$ cat config.mk
export PLATFORM = sky130hd
export DESIGN_NAME = rpc_message_deframer
export DESIGN_NICKNAME = d
export VERILOG_FILES = /design/src/rtl/core/rmd_pkg.sv /design/src/rtl/core/rmd_cfg_regs.sv /design/src/rtl/core/rmd_parser.sv /design/src/rtl/core/rmd_out_stage.sv /design/src/rtl/core/rpc_message_deframer.sv
export SDC_FILE = /design/constraint.sdc
export NUM_CORES = 1
export LEC_CHECK = 0
export ABC_CLOCK_PERIOD_IN_PS = 16070
export BUFFER_PORTS_ARGS = -buffer_cell sky130_fd_sc_hd__buf_2
export CELL_PAD_IN_SITES_DETAIL_PLACEMENT = 0
export CELL_PAD_IN_SITES_GLOBAL_PLACEMENT = 1
export CORE_UTILIZATION = 40
export CTS_CLUSTER_DIAMETER = 200
export DETAILED_ROUTE_END_ITERATION = 10
export PLACE_DENSITY = 0.75
export REMOVE_ABC_BUFFERS = 1
export SLEW_MARGIN = 10
export SYNTH_ARGS = -nofsm -noshare
export SYNTH_HDL_FRONTEND = slang
export SYNTH_SLANG_ARGS = --single-unit
$ cat constraint.sdc
create_clock -name clk -period 16.07 [get_ports clk]
set_input_delay 3.214 -clock clk [delete_from_list [all_inputs] [get_ports clk]]
set_output_delay 3.214 -clock clk [all_outputs]
set_load 0.01 [all_outputs]
$ cat src/rtl/core/rmd_pkg.sv
`timescale 1ns / 1ps

package rmd_pkg;

	localparam int SIZE_LIMIT_CAP_DEF = 65536;
	localparam int MSG_W = 17;
	localparam int CNT_W = 18;
	localparam int IDX_W = 14;

	localparam logic [1:0] CFG_VER_A     = 2'd0;
	localparam logic [1:0] CFG_VER_B     = 2'd1;
	localparam logic [1:0] CFG_MAX_BYTES = 2'd2;

	localparam logic [31:0]      VER_A_RST     = 32'd1;
	localparam logic [31:0]      VER_B_RST     = 32'd2;
	localparam logic [MSG_W-1:0] MAX_BYTES_RST = 17'd65536;

	localparam logic [2:0] PH_SIZE    = 3'd0;
	localparam logic [2:0] PH_VERSION = 3'd1;
	localparam logic [2:0] PH_CODE    = 3'd2;
	localparam logic [2:0] PH_ARGC    = 3'd3;
	localparam logic [2:0] PH_ARGLEN  = 3'd4;
	localparam logic [2:0] PH_ARGDATA = 3'd5;
	localparam logic [2:0] PH_TRAIL   = 3'd6;

	localparam logic [2:0] KIND_SIZE    = 3'd0;
	localparam logic [2:0] KIND_VERSION = 3'd1;
	localparam logic [2:0] KIND_CODE    = 3'd2;
	localparam logic [2:0] KIND_ARGC    = 3'd3;
	localparam logic [2:0] KIND_ARGLEN  = 3'd4;
	localparam logic [2:0] KIND_ARGDATA = 3'd5;
	localparam logic [2:0] KIND_IGNORED = 3'd6;

	localparam logic [2:0] ERR_OK          = 3'd0;
	localparam logic [2:0] ERR_VERSION     = 3'd1;
	localparam logic [2:0] ERR_OVERSIZE    = 3'd2;
	localparam logic [2:0] ERR_ARG_OVERRUN = 3'd3;
	localparam logic [2:0] ERR_SHORT_HDR   = 3'd4;

	localparam logic [31:0] MIN_HDR_BYTES = 32'd16;
	localparam logic [CNT_W-1:0] WORD_BYTES = 18'd4;

	typedef struct packed {
		logic [31:0]      ver_a;
		logic [31:0]      ver_b;
		logic [MSG_W-1:0] max_bytes;
	} cfg_t;

	typedef struct packed {
		logic [2:0]       word_kind;
		logic [31:0]      field_value;
		logic [IDX_W-1:0] arg_index;
		logic [2:0]       valid_bytes;
		logic             arg_last;
		logic             msg_last;
		logic [2:0]       error_code;
	} result_t;

endpackage

$ cat src/rtl/core/rmd_cfg_regs.sv
`timescale 1ns / 1ps

module rmd_cfg_regs (
	input  logic           clk,
	input  logic           arst_n,
	input  logic           cfg_valid,
	output logic           cfg_ready,
	input  logic [1:0]     cfg_index,
	input  logic [31:0]    cfg_data,
	output rmd_pkg::cfg_t  cfg
);
	import rmd_pkg::*;

	cfg_t cfg_q;

	assign cfg_ready = 1'b1;
	assign cfg         = cfg_q;

	always_ff @(posedge clk or negedge arst_n) begin
		if (!arst_n) begin
			cfg_q.ver_a     <= VER_A_RST;
			cfg_q.ver_b     <= VER_B_RST;
			cfg_q.max_bytes <= MAX_BYTES_RST;
		end else if (cfg_valid && cfg_ready) begin
			case (cfg_index)
				CFG_VER_A:     cfg_q.ver_a     <= cfg_data;
				CFG_VER_B:     cfg_q.ver_b     <= cfg_data;
				CFG_MAX_BYTES: cfg_q.max_bytes <= cfg_data[MSG_W-1:0];
				default: ;
			endcase
		end
	end

endmodule

$ cat src/rtl/core/rmd_parser.sv
`timescale 1ns / 1ps

module rmd_parser #(
	parameter int SIZE_LIMIT_CAP = rmd_pkg::SIZE_LIMIT_CAP_DEF
) (
	input  logic             clk,
	input  logic             arst_n,
	input  logic             adv,
	input  logic [31:0]      word,
	input  rmd_pkg::cfg_t    cfg,
	output rmd_pkg::result_t res
);
	import rmd_pkg::*;

	logic [2:0]       phase_q,     phase_nxt;
	logic [MSG_W-1:0] msg_bytes_q, msg_bytes_nxt;
	logic [CNT_W-1:0] consumed_q,  consumed_nxt;
	logic [31:0]      args_q,      args_nxt;
	logic [IDX_W-1:0] arg_idx_q,   arg_idx_nxt;
	logic [15:0]      arg_bytes_q, arg_bytes_nxt;
	logic             ver_bad_q,   ver_bad_nxt;

	logic [MSG_W-1:0] lim;
	logic [CNT_W-1:0] cons_inc;
	logic [CNT_W-1:0] room;
	logic             ended;
	logic             to_size;
	logic             overrun;
	logic [15:0]      nlen;
	logic [2:0]       vb;
	logic [15:0]      bytes_after;

	always_comb begin
		if (int'(cfg.max_bytes) > SIZE_LIMIT_CAP) begin
			lim = MSG_W'(SIZE_LIMIT_CAP);
		end else begin
			lim = cfg.max_bytes;
		end
		cons_inc    = consumed_q + WORD_BYTES;
		ended       = cons_inc >= {1'b0, msg_bytes_q};
		room        = {1'b0, msg_bytes_q} - cons_inc;
		nlen        = word[15:0];
		vb          = (arg_bytes_q > 16'd4) ? 3'd4 : arg_bytes_q[2:0];
		bytes_after = arg_bytes_q - {13'd0, vb};

		phase_nxt     = phase_q;
		msg_bytes_nxt = msg_bytes_q;
		consumed_nxt  = consumed_q;
		args_nxt      = args_q;
		arg_idx_nxt   = arg_idx_q;
		arg_bytes_nxt = arg_bytes_q;
		ver_bad_nxt   = ver_bad_q;
		to_size       = 1'b0;
		overrun       = 1'b0;

		res.word_kind   = KIND_IGNORED;
		res.field_value = word;
		res.arg_index   = arg_idx_q;
		res.valid_bytes = 3'd0;
		res.arg_last    = 1'b0;
		res.msg_last    = 1'b0;
		res.error_code  = ERR_OK;

		if (phase_q == PH_SIZE) begin
			res.word_kind = KIND_SIZE;
			res.arg_index = '0;
			if (word > {15'd0, lim}) begin
				res.msg_last   = 1'b1;
				res.error_code = ERR_OVERSIZE;
				to_size        = 1'b1;
			end else if (word < MIN_HDR_BYTES) begin
				res.msg_last   = 1'b1;
				res.error_code = ERR_SHORT_HDR;
				to_size        = 1'b1;
			end else begin
				msg_bytes_nxt = word[MSG_W-1:0];
				consumed_nxt  = WORD_BYTES;
				ver_bad_nxt   = 1'b0;
				phase_nxt     = PH_VERSION;
			end
		end else begin
			consumed_nxt = cons_inc;
			case (phase_q)
				PH_VERSION: begin
					res.word_kind  = KIND_VERSION;
					res.arg_index  = '0;
					ver_bad_nxt    = (word != cfg.ver_a) && (word != cfg.ver_b);
					res.error_code = ver_bad_nxt ? ERR_VERSION : ERR_OK;
					phase_nxt      = PH_CODE;
				end
				PH_CODE: begin
					res.word_kind  = KIND_CODE;
					res.arg_index  = '0;
					res.error_code = ver_bad_q ? ERR_VERSION : ERR_OK;
					phase_nxt      = PH_ARGC;
				end
				PH_ARGC: begin
					res.word_kind = KIND_ARGC;
					res.arg_index = '0;
					args_nxt      = word;
					arg_idx_nxt   = '0;
					phase_nxt     = (word == 32'd0) ? PH_TRAIL : PH_ARGLEN;
				end
				PH_ARGLEN: begin
					res.word_kind   = KIND_ARGLEN;
					res.field_value = {16'd0, nlen};
					if (ended || ({2'd0, nlen} > room)) begin
						overrun = 1'b1;
					end else if (nlen == 16'd0) begin
						res.arg_last = 1'b1;
						args_nxt     = args_q - 32'd1;
						arg_idx_nxt  = arg_idx_q + 1'b1;
						phase_nxt    = (args_nxt == 32'd0) ? PH_TRAIL : PH_ARGLEN;
					end else begin
						arg_bytes_nxt = nlen;
						phase_nxt     = PH_ARGDATA;
					end
				end
				PH_ARGDATA: begin
					res.word_kind   = KIND_ARGDATA;
					res.valid_bytes = vb;
					arg_bytes_nxt   = bytes_after;
					if (bytes_after == 16'd0) begin
						res.arg_last = 1'b1;
						args_nxt     = args_q - 32'd1;
						arg_idx_nxt  = arg_idx_q + 1'b1;
						phase_nxt    = (args_nxt == 32'd0) ? PH_TRAIL : PH_ARGLEN;
					end
				end
				default: begin
					res.word_kind = KIND_IGNORED;
				end
			endcase

			if (overrun) begin
				res.msg_last   = 1'b1;
				res.error_code = ERR_ARG_OVERRUN;
				to_size        = 1'b1;
			end else if (ended) begin
				res.msg_last = 1'b1;
				if (args_nxt != 32'd0) begin
					res.error_code = ERR_ARG_OVERRUN;
				end else if (res.error_code == ERR_OK) begin
					res.error_code = ver_bad_nxt ? ERR_VERSION : ERR_OK;
				end
				to_size = 1'b1;
			end
		end

		if (to_size) begin
			phase_nxt     = PH_SIZE;
			consumed_nxt  = '0;
			args_nxt      = '0;
			arg_bytes_nxt = '0;
			ver_bad_nxt   = 1'b0;
		end
	end

	always_ff @(posedge clk or negedge arst_n) begin
		if (!arst_n) begin
			phase_q     <= PH_SIZE;
			msg_bytes_q <= '0;
			consumed_q  <= '0;
			args_q      <= '0;
			arg_idx_q   <= '0;
			arg_bytes_q <= '0;
			ver_bad_q   <= 1'b0;
		end else if (adv) begin
			phase_q     <= phase_nxt;
			msg_bytes_q <= msg_bytes_nxt;
			consumed_q  <= consumed_nxt;
			args_q      <= args_nxt;
			arg_idx_q   <= arg_idx_nxt;
			arg_bytes_q <= arg_bytes_nxt;
			ver_bad_q   <= ver_bad_nxt;
		end
	end

endmodule

$ cat src/rtl/core/rmd_out_stage.sv
`timescale 1ns / 1ps

module rmd_out_stage (
	input  logic             clk,
	input  logic             arst_n,
	input  logic             valid_s1,
	input  rmd_pkg::result_t res,
	input  logic             out_stall,
	output logic             load_ok,
	output logic             out_valid,
	output rmd_pkg::result_t res_s2
);
	import rmd_pkg::*;

	logic valid_s2;

	assign load_ok   = !valid_s2 || !out_stall;
	assign out_valid = valid_s2;

	always_ff @(posedge clk or negedge arst_n) begin
		if (!arst_n) begin
			valid_s2 <= 1'b0;
		end else if (load_ok) begin
			valid_s2 <= valid_s1;
		end
	end

	always_ff @(posedge clk) begin
		if (load_ok && valid_s1) begin
			res_s2 <= res;
		end
	end

endmodule

$ cat src/rtl/core/rpc_message_deframer.sv
`timescale 1ns / 1ps

// RPC message deframer: classifies a received message one 32-bit word per request.
// Input channel: in_valid / in_stall with rx_word, big-endian word already assembled.
// Output channel: out_valid / out_stall with word_kind, field_value, arg_index,
//   valid_bytes, arg_last, msg_last and error_code; exactly one result per word.
// Config channel: cfg_valid / cfg_ready with cfg_index and cfg_data; write only while
//   idle. cfg_ready is always high. Index 0/1 accepted versions, 2 size limit.
// Pipeline: an accepted word is registered in the input stage, classified against
//   the parse state and registered in the output stage, where the receiver takes it.
// Throughput: one word per cycle while out_stall is low; the parse state is a set of
//   small counters that update in the same cycle the word moves into the output register.
// Stall: the output register holds its result while out_stall is high; the input
//   register then fills and in_stall rises, so at most two words are in flight.
// Reset: arst_n clears both stage valids, the parser returns to waiting for a size
//   word and the config registers take their defaults (versions 1 and 2, limit 65536).
module rpc_message_deframer #(
	parameter int SIZE_LIMIT_CAP = rmd_pkg::SIZE_LIMIT_CAP_DEF
) (
	input  logic        clk,
	input  logic        arst_n,
	input  logic        in_valid,
	output logic        in_stall,
	input  logic [31:0] rx_word,
	output logic        out_valid,
	input  logic        out_stall,
	output logic [2:0]  word_kind,
	output logic [31:0] field_value,
	output logic [13:0] arg_index,
	output logic [2:0]  valid_bytes,
	output logic        arg_last,
	output logic        msg_last,
	output logic [2:0]  error_code,
	input  logic        cfg_valid,
	output logic        cfg_ready,
	input  logic [1:0]  cfg_index,
	input  logic [31:0] cfg_data
);
	import rmd_pkg::*;

	cfg_t        cfg;
	result_t     res;
	result_t     res_s2;
	logic        valid_s1;
	logic [31:0] word_s1;
	logic        load_ok;
	logic        adv;
	logic        accept;

	assign adv      = valid_s1 && load_ok;
	assign in_stall = valid_s1 && !load_ok;
	assign accept   = in_valid && !in_stall;

	always_ff @(posedge clk or negedge arst_n) begin
		if (!arst_n) begin
			valid_s1 <= 1'b0;
		end else if (accept) begin
			valid_s1 <= 1'b1;
		end else if (adv) begin
			valid_s1 <= 1'b0;
		end
	end

	always_ff @(posedge clk) begin
		if (accept) begin
			word_s1 <= rx_word;
		end
	end

	rmd_cfg_regs u_cfg (
		.clk       (clk),
		.arst_n    (arst_n),
		.cfg_valid (cfg_valid),
		.cfg_ready (cfg_ready),
		.cfg_index (cfg_index),
		.cfg_data  (cfg_data),
		.cfg       (cfg)
	);

	rmd_parser #(
		.SIZE_LIMIT_CAP (SIZE_LIMIT_CAP)
	) u_parser (
		.clk    (clk),
		.arst_n (arst_n),
		.adv    (adv),
		.word   (word_s1),
		.cfg    (cfg),
		.res    (res)
	);

	rmd_out_stage u_out (
		.clk       (clk),
		.arst_n    (arst_n),
		.valid_s1  (valid_s1),
		.res       (res),
		.out_stall (out_stall),
		.load_ok   (load_ok),
		.out_valid (out_valid),
		.res_s2    (res_s2)
	);

	assign word_kind   = res_s2.word_kind;
	assign field_value = res_s2.field_value;
	assign arg_index   = res_s2.arg_index;
	assign valid_bytes = res_s2.valid_bytes;
	assign arg_last    = res_s2.arg_last;
	assign msg_last    = res_s2.msg_last;
	assign error_code  = res_s2.error_code;

endmodule

* Yosys cells after proc, flatten, opt, wreduce, memory -nomap -nowiden
Cells that the tools add are included.
Word-level totals: flip-flop bits (word level) 273, logic and storage cells 154
Operators by class: bitwise logic cells 4, add/sub/neg operators 5, multiplexer cells 67, $lt $le $gt $ge 6, reduce and logical (&&, ||, !) cells 33, equality and inequality tests 19
Operator list (number):
- $mux 32 | 8
- $pmux 32 s3 | 1
- $mux 18 | 4
- $logic_not 32->1 | 2
- $mux 16 | 4
- $ne 32x32->1 | 2
- $mux 14 | 3
- $pmux 14 s3 | 1
- $mux 3 | 11
- $gt 32x17->1 | 1
- $logic_not 16->1 | 2
- $lt 32x5->1 const B | 1
- $pmux 16 s2 | 1
- $reduce_bool 32->1 | 1
- $sub 32x1->32 const B | 1
- $pmux 3 s5 | 2
- $mux 1 | 22
- $mux 4 | 5
- $add 18x3->18 const B | 1
- $ge 18x17->1 | 1
- $gt 16x18->1 | 1
- $sub 17x18->18 | 1
- $gt 17x17->1 const B | 1
- $mux 17 | 1
- 32 further kinds | 56

* Depth between registers and ports, before layout
Gate-level depths: netlist of run 1.
depth in word-level cells 12, gate-level depth with buffers 29, depth with buffers taken out 26

* Hierarchy
Synthesis of run 1 repeated with hierarchy kept, for this count alone.
Unflattened totals: cells, all modules 1485, area total of the unflattened synthesis 15469.8 um^2
By module, submodules not included:
- rmd_parser | area each 9614.2 um^2, cells each 1212, times used 1
- rmd_cfg_regs | area each 3071.7 um^2, cells each 174, times used 1
- rmd_out_stage | area each 1759.2 um^2, cells each 61, times used 1
- rpc_message_deframer | area each 1024.7 um^2, cells each 38, times used 1

* Worst setup path after synthesis of run 1
No wires, ideal clock.
kind input to register, from input port out_stall, to register u_parser.msg_bytes_q[10], required time 15.945 ns, setup time 0.125 ns, setup slack 9.394 ns, cell stages on the path 7, data arrival time 6.551 ns, cells stage by stage nand2_1 nand2_1 inv_1 clkbuf_1 nand2_1 clkbuf_1 mux2_2
Between the ends: longest elaborated chain between the ends 4
Ends and longest elaborated chain:
- start: declaration | line rpc_message_deframer.sv:26 | input logic out_stall,
- $logic_not 1->1 | line rmd_out_stage.sv:17 | assign load_ok = !valid_s2 || !out_stall;
- $logic_or 1x1->1 | line rmd_out_stage.sv:17
- $logic_and 1x1->1 | line rpc_message_deframer.sv:50 | assign adv = valid_s1 && load_ok;
- named net adv | line rpc_message_deframer.sv:47 | logic adv;
- $reduce_and 4->1 (no source line)
- end signal: assignment | line rmd_parser.sv:170 | msg_bytes_q <= msg_bytes_nxt;
- end: declaration | line rmd_parser.sv:16 | logic [MSG_W-1:0] msg_bytes_q, msg_bytes_nxt;
The timed path passes the listed nets, and every way through them passes these cells. A chain may end at the register's enable or synchronous reset.

* Final worst setup path of run 1
from register u_parser.consumed_q[2], to register u_parser.args_q[1]
Between the ends: longest elaborated chain between the ends 11, elaborated cells on any way between the ends 18
Ends and longest elaborated chain:
- start: declaration | line rmd_parser.sv:17 | logic [CNT_W-1:0] consumed_q, consumed_nxt;
- start signal: assignment | line rmd_parser.sv:171 | consumed_q <= consumed_nxt;
- $add 18x3->18 * | line rmd_parser.sv:39 | cons_inc = consumed_q + WORD_BYTES;
- $sub 17x18->18 | line rmd_parser.sv:41 | room = {1'b0, msg_bytes_q} - cons_inc;
- $gt 16x18->1 | line rmd_parser.sv:107 | if (ended || ({2'd0, nlen} > room)) begin
- $logic_or 1x1->1 | line rmd_parser.sv:107
- $mux 1 | line rmd_parser.sv:107
- $mux 1 | line rmd_parser.sv:83 | case (phase_q)
- $mux 1 | line rmd_parser.sv:64 | if (phase_q == PH_SIZE) begin
- $mux 1 | line rmd_parser.sv:135 | if (overrun) begin
- $mux 1 | line rmd_parser.sv:64
- $ne 2x1->1 (no source line)
- $reduce_and 2->1 (no source line)
- end signal: assignment | line rmd_parser.sv:172 | args_q <= args_nxt;
- end: declaration | line rmd_parser.sv:18 | logic [31:0] args_q, args_nxt;
Mark *: on every way between the ends. The rest lies on a longest branch, timed or not. The select of a mux whose other input is x is not followed.

==> key figures, run 1 <==
Run status
  – Status: completed

Floorplanning
  – Ports: 131
  – FP Rows: 72
  – Die height: 200 µm
  – Initial Util: 40.5%
  – Die width: 200 µm
  – Core area: 0.0386 mm²
  – Die ar.: 0.0399 mm²

Clock network
  – H-tree lvl count: 1
  – Clock sinks: 271
  – Setup bufs post-CTS: 0
  – Clk Tree Root Cell: clkbuf_16
  – Clk_lat worst skew: 0.59 ns
  – Hold buffers post-CTS: 0
  – Clk buf depth: 3
  – CTS tree: yes
  – CTS Buf Count: 30
  – Post-CTS resize count: 0
  – Worst-path clk slew: 0.06 ns

Logic synthesis
  – Synth Area in Adders: 4.39%
  – Post-Syn Area: 0.0157 mm²
  – Ys async rst share: 67.2%
  – Yosys synthesis warning count: 0
  – Distinct cell type count after synthesis: 88
  – Avg Cell Area, Syn: 10.1 µm²
  – Post-synthesis mux area share: 7.04%
  – Xor and xnor fraction of the mapped netlist area: 6.49%
  – Top FF cell, synth: dfrtp_1
  – Syn Inst Count: 1556
  – Compound-Gate Fraction of Synth Area: 16.3%
  – Synthesis-stage register bit count: 271
  – Sequential area share after synthesis: 46.2%
  – Largest family of logic cells by synthesized area: compound AO/OA/AOI/OAI gates
  – EDFF count, synth: 89
  – Post-Synth Simple-Gate Area: 16.2%

STA
  – Tmin final: 7.46 ns
  – Fin. Hold Viols: 0
  – Unrepaired setup endpoints after global routing: no
  – Endpoints failing setup: 0
  – Final Cycle Share: 46.5%
  – Slew @ Worst Pin: 1.10 ns
  – Final slew viol count: 0
  – Final Skew: 0.0328 ns
  – Fin Hold WS: 0.482 ns
  – Slew margin rel.: 26.6%
  – Setup TNS: 0 ns
  – Fmax: 0.134 GHz

Worst setup path
  – Worst Path Class, Setup: flip-flop to flip-flop
  – Crit. Startpoint: u_parser.consumed_q[2]$_DFFE_PN0P_
  – Delay-heaviest family, CP: compound AO/OA/AOI/OAI gates
  – Reg2Reg Launch Point: u_parser.consumed_q[2]$_DFFE_PN0P_
  – Setup crit end kind: flip-flop
  – Most used cell, CP: a21oi_1
  – Crit-path cells: ha_1, xnor2_1, ha_1, a21o_1, o21bai_1, a31oi_1, o21bai_1, a21oi_1, o21bai_1, a21oi_1, xor2_1, ha_1, a21o_1, a21oi_1, o21ai_0, a221o_1, a21oi_1, a211oi_2, or2_1, a22oi_1, inv_1, buf_4, o21ai_0, a22o_1
  – Crit path buf inv count: 2
  – WP data arrival: 7.99 ns
  – Crit-path max FO: 20
  – Worst Path Required: 16.60 ns
  – Highest-delay cell along the critical path: a22oi_1
  – Startpoint type of the worst setup path: flip-flop
  – Worst path max stage delay: 0.86 ns

Pwr
  – Power Dens Cells: 96.7 mW/mm²
  – Maximum vdd drop: 0.0000960 V
  – Static leakage: 7.45 nW
  – Total chip power: 1.72 mW

Worst hold path
  – HP Class: flip-flop to flip-flop
  – Hold Crit Start: u_parser.arg_idx_q[13]$_DFFE_PN0P_

Cells and area
  – Antenna Cells: 0
  – Nets: 1775
  – Share of layout cells above drive strength 1: 20.2%
  – Layout Cells excl Fill: 2191
  – Area delta synth->final: 13.4%
  – # fillers: 3683
  – Storage cell area: 0.00723 mm²
  – Area taken by multi-input logic gates: 0.00792 mm²
  – Finished Cell Area: 0.0178 mm²

Drt
  – Routed vias: 12700
  – Router iterations before antenna repair: 9
  – Routed WL: 48.1 mm
  – Antenna-violating nets left: 0
  – DR iter-0 viols: 1198
  – Wire per inst: 21.9 µm
  – DR DRC count: 0
  – Via-to-Cell Ratio: 5.80

GRT
  – Initial antenna violation count: 1
  – Vias in the first global route: 12200
  – Largest net degree at the start of global routing: 74
  – Grt total ovfl: 0
  – All-Layer GR Usage: 24.2%
  – First-pass GRT wire length: 73.2 mm

Flow run
  – MaxCap Viol Count: 0

Place
  – I/O Buffers: 129
  – Final GP Congestion: 0.931
  – Placed Cells: 2135
  – DP Wirelength: 33.0 mm
  – Area post-placement: 0.0167 mm²
## synthesized netlist by cell type, types with 15 or more instances
cell / instances / area [µm²]
a21oi_1: 67 / 335
nor4_1: 34 / 213
o31ai_1: 21 / 158
edfxtp_1: 89 / 2670
mux2_2: 97 / 1090
and2_1: 26 / 163
o21ai_0: 143 / 716
nand2_1: 149 / 559
nor2b_1: 27 / 169
a21o_1: 15 / 113
xor2_1: 58 / 508
o21a_1: 18 / 135
dfrtp_1: 179 / 4480
nor2_1: 102 / 383
ha_1: 55 / 688
nand3_1: 22 / 110
inv_1: 23 / 86.3
clkbuf_1: 72 / 270
nand4_1: 32 / 200
xnor2_1: 58 / 508
nor3_1: 38 / 190
and3_1: 16 / 100
## cell usage in the layout, fill, tap and decap left out, types with 15 or more instances in the layout
cell type,count
a21o_1,15
xor2_1,58
nand4_1,32
ha_1,55
inv_1,22
mux2_2,97
o21ai_0,143
nand2_1,149
buf_2,128
a21oi_1,67
and3_1,16
o31ai_1,21
xnor2_1,58
nor2_1,102
buf_4,27
and2_1,26
nor3_1,38
nand3_1,22
dfrtp_1,179
nor4_1,34
o21a_1,18
edfxtp_1,89
nor2b_1,27
clkbuf_16,30
## registers in the layout, indices dropped and copies added (netlist names)
name and cells:
word_s1 32, u_out.out_valid 1, u_parser.phase_q 3, u_out.res_s2 57
valid_s1 1, u_cfg.cfg 81, u_parser.arg_idx_q 14, u_parser.msg_bytes_q 17
u_parser.ver_bad_q 1, u_parser.args_q 32, u_parser.arg_bytes_q 16, u_parser.consumed_q 16
## metal layers
layer  wire length, µm  track usage [%]  up-vias
met5                 0                0        -
met4              1550             8.71        0
met3              3160             4.44       96
met2             22100             38.6      467
met1             21200             32.9     6242
li1                  -                -     5893
## per-stage QoR
stage,utilization (%),worst slack (ns)
2_1_floorplan,-,8.88
3_3_place_gp,43.3,8.90
3_5_place_dp,43.3,8.72
4_1_cts,45.9,8.70
5_1_grt,45.9,8.01
6_report,45.9,8.61
## area by class of cell
| cell class | count | area share (%) |
|---|---|---|
| Tap cell | 518 | 3.65 |
| Clock inverter | 19 | 1.18 |
| Inverter | 24 | 0.507 |
| Timing Repair Buffer | 156 | 4.83 |
| Multi-Input combinational cell | 1166 | 44.6 |
| Sequential cell | 271 | 40.7 |
| Clock buffer | 37 | 4.49 |
## cell families after synthesis
kind of cell	Yosys count
adder cells (fa/ha/maj)	55
other	2
AO/OA/AOI/OAI	394
AND/OR/NAND/NOR	499
multiplexers	98
XOR/XNOR	116
flip-flops	271
buffers and inverters	121
## power breakdown
group	switching [mW]	internal, mW	total (mW)	leakage, nW
combinational	0.106	0.0889	0.195	3.74
clock	0.302	0.405	0.706	0.493
sequential	0.0432	0.773	0.816	3.22
## path summary, 6_finish.rpt
check	end	cells past startpoint	slack [ns]
setup / recovery	u_parser.args_q[1]$_DFFE_PN0P_	24	8.61
hold / removal	u_parser.arg_idx_q[13]$_DFFE_PN0P_	1	0.48
setup reg to reg	u_parser.args_q[1]$_DFFE_PN0P_	24	8.61
hold reg to reg	u_parser.arg_idx_q[13]$_DFFE_PN0P_	1	0.48
max in group asynchronous	u_parser.consumed_q[9]$_DFFE_PN0P_	3	11.42
min in group asynchronous	u_cfg.cfg[73]$_DFFE_PN0P_	1	2.61
No activity file was read; power rests on OpenSTA's default activity.
==> run 2: changes to the inputs <==
ABC_AREA = 1   (was not set)
ABC_CLOCK_PERIOD_IN_PS = 6080   (was 16070)
PLACE_DENSITY = 0.81   (was 0.75)
clock period = 6.08 ns   (was 16.07 ns; I/O delays follow)
==> run 2 against run 1 <==
Against the previous run: global-route usage down 0.86 points; cell area up 5.4%; largest power group unchanged; non-clock buffer count down 1; combinational power rose to 3.7 times the previous value; die area up 4.6%; fmax up 34%.
==> key figures, run 2 <==
Run status
  – Status: completed

Clock network
  – Hold buffers post-CTS: 0 (unchanged)
  – CTS Buf Count: 30 (unchanged)
  – H-tree lvl count: 1 (unchanged)
  – Clk_lat worst skew: 0.59 ns (about the same)
  – Clock sinks: 271 (unchanged)
  – Clk Tree Root Cell: clkbuf_16
  – Worst-path clk slew: 0.06 ns (about the same)
  – Clk buf depth: 3 (unchanged)
  – CTS tree: yes

Logic synthesis
  – Avg Cell Area, Syn: 7.97 µm² (-21%)
  – Top FF cell, synth: dfrtp_1
  – Distinct cell type count after synthesis: 53 (-40%)
  – Sequential area share after synthesis: 44.1% (-2.0 points)
  – Syn Inst Count: 2056 (+32%)
  – Yosys synthesis warning count: 0 (unchanged)
  – Most numerous cell in the Yosys netlist: nand2_1
  – Top cell type by total area after synthesis: dfrtp_1
  – EDFF count, synth: 89 (unchanged)
  – Post-Syn Area: 0.0164 mm² (+4.6%)
  – Top post-synthesis cells by area: dfrtp_1, edfxtp_1, nand2_1
  – Post-synth top area share: 27.3% (-1.3 points)
  – Post-synth top cells: nand2_1, inv_1, nor2_1, dfrtp_1, o21ai_0
  – Synthesis-stage register bit count: 271 (unchanged)
  – Ys async rst share: 67.2% (unchanged)

Worst setup path
  – Worst R2R End: u_parser.args_q[18]$_DFFE_PN0P_
  – Crit-path max FO: 18 (-10%)
  – WP data arrival: 6.04 ns (-1.95 ns)
  – Reg2Reg Launch Point: u_parser.consumed_q[2]$_DFFE_PN0P_
  – Worst Path Required: 6.53 ns (-10.07 ns)
  – R2r setup slk: 0.49 ns (-8.11 ns)
  – Crit. Startpoint: u_parser.consumed_q[2]$_DFFE_PN0P_
  – Critical Path End: u_parser.args_q[18]$_DFFE_PN0P_
  – Worst Path Class, Setup: flip-flop to flip-flop
  – R2R cell count: 35 (+46%)
  – Worst path max stage delay: 0.43 ns (-0.43 ns)
  – Most used cell, CP: nand2_1
  – Setup crit end kind: flip-flop
  – Startpoint type of the worst setup path: flip-flop
  – Highest-delay cell along the critical path: dfrtp_2

GRT
  – Vias in the first global route: 14200 (+16%)
  – All-Layer GR Usage: 23.4% (-0.86 points)
  – First-pass GRT wire length: 76.8 mm (+5.0%)
  – Initial antenna violation count: 0 (-1)
  – Largest net degree at the start of global routing: 96 (+30%)
  – Grt total ovfl: 0 (unchanged)

STA
  – Tmin final: 5.59 ns (-1.88 ns)
  – Slew margin rel.: 24.4% (-2.2 points)
  – Fin Hold WS: 0.495 ns (+0.0128 ns)
  – Final slew viol count: 0 (unchanged)
  – Fin. Hold Viols: 0 (unchanged)
  – Fmax: 0.179 GHz (+34%)
  – Slew @ Worst Pin: 1.13 ns (+0.0295 ns)
  – Final Skew: 0.0226 ns (-0.0101 ns)
  – Endpoints failing setup: 0 (unchanged)
  – Slack of the critical path: 0.495 ns (-8.11 ns)
  – Final Cycle Share: 91.9% (+45 points)

Drt
  – DR iter-0 viols: 1009 (-16%)
  – Routed vias: 14400 (+13%)
  – Router iterations before antenna repair: 7 (-2)
  – Routed WL: 48.7 mm (+1.3%)
  – Wire per inst: 17.9 µm (-19%)
  – Via-to-Cell Ratio: 5.27 (-9.0%)
  – Antenna-violating nets left: 0 (unchanged)
  – DR DRC count: 0 (unchanged)

Place
  – Setup Slack @ Placement: 0.323 ns (-8.39 ns)
  – Area post-placement: 0.0176 mm² (+4.9%)
  – I/O Buffers: 129 (unchanged)
  – DP Wirelength: 34.8 mm (+5.5%)
  – Final GP Congestion: 0.898 (-3.5%)

Cells and area
  – Core Util, Final: 46.7% (+0.71 points)
  – Share of layout cells above drive strength 1: 13.2% (-7.0 points)
  – Most frequent cells in the layout: nand2_1, inv_1, nor2_1
  – Antenna Cells: 0 (unchanged)
  – Finished Cell Area: 0.0187 mm² (+5.4%)
  – Area delta synth->final: 14.2%
  – Nets: 2303 (+30%)
  – Most common cell after layout, fill and taps aside: nand2_1
  – # fillers: 3950 (+7.2%)
  – Max reg flops: 81 (unchanged)

Pwr
  – Maximum vdd drop: 0.000207 V (+120%)
  – Static leakage: 9.12 nW (+22%)
  – Power Dens Cells: 257 mW/mm² (+170%)
  – Total chip power: 4.81 mW (+180%)

Floorplanning
  – Core area: 0.0401 mm² (+3.8%)
  – Initial Util: 40.9% (+0.33 points)
  – Die height: 204 µm (+2.3%)
  – Die width: 204 µm (+2.3%)
  – Ports: 131 (unchanged)
  – FP Rows: 73 (+1.4%)
  – Die ar.: 0.0418 mm² (+4.6%)

Worst hold path
  – Hold path depth: 2 (+1)
  – HP Class: flip-flop to flip-flop

Flow run
  – MaxCap Viol Count: 0 (unchanged)
run 2: per-stage QoR:
stage | std cells | TNS (ns)
floorplan | 1988 | 0
global placement | 2665 | 0
detailed placement | 2665 | 0
CTS | 2721 | 0
global route | 2726 | -0.0269
finish | 2726 | 0
run 2: power by group:
group	leakage (nW)	internal [mW]	switching, mW
Clock	0.478	1.10	0.784
Combinational	5.41	0.261	0.452
Sequential	3.23	2.08	0.144
run 2: kinds of logic after synthesis:
| family | count (synthesis) | synth area share (%) |
|---|---|---|
| compound gates | 301 | 10.6 |
| buf+inv | 341 | 8.28 |
| flops | 271 | 44.1 |
| simple gates | 968 | 26.4 |
| other cells | 2 | 0.0458 |
| xor+xnor | 118 | 6.31 |
| fa+ha+maj | 55 | 4.20 |
run 2: area by class of cell:
class,count,area [µm²],share of cell area [%]
clock inverter,18,223,1.19
timing repair buffer,155,853,4.56
multi-input combinational,1448,7900,42.2
sequential,271,7230,38.7
clock buffer,38,791,4.23
inverter,271,1050,5.61
tap,525,657,3.51
run 2: worst min-delay path by stage:
stage	start	to	slack, ns
5_1_grt	u_cfg.cfg[22]$_DFFE_PN0P_	u_cfg.cfg[22]$_DFFE_PN0P_	0.52
3_3_place_gp	u_parser.msg_bytes_q[1]$_DFFE_PN0P_	u_parser.msg_bytes_q[1]$_DFFE_PN0P_	0.47
4_1_cts	u_parser.msg_bytes_q[1]$_DFFE_PN0P_	u_parser.msg_bytes_q[1]$_DFFE_PN0P_	0.50
6_report	u_cfg.cfg[16]$_DFFE_PN1P_	u_cfg.cfg[16]$_DFFE_PN1P_	0.49
3_5_place_dp	u_parser.msg_bytes_q[1]$_DFFE_PN0P_	u_parser.msg_bytes_q[1]$_DFFE_PN0P_	0.48
2_1_floorplan	u_parser.msg_bytes_q[1]$_DFFE_PN0P_	u_parser.msg_bytes_q[1]$_DFFE_PN0P_	0.45
run 2: per-layer routing:
layer / global-route usage (%) / wire (µm)
met1: 31.5 / 21600
met2: 37.5 / 22200
met3: 3.95 / 3110
met4: 8.90 / 1730
met5: 0 / 0
run 2: worst max-delay path, delay by kind of cell, from the launching register on:
kind	cells	cell delay [ns]
AO/OA/AOI/OAI	7	1.47
XOR/XNOR	1	0.19
AND/OR/NAND/NOR	16	1.61
flip-flops	1	0.43
buffers and inverters	8	0.88
adder cells (fa/ha/maj)	3	0.88
run 2: timing repair:
action,in CTS,in global routing
endpoints found under the setup margin,0,53
gates resized for setup,0,22
setup buffers,0,3
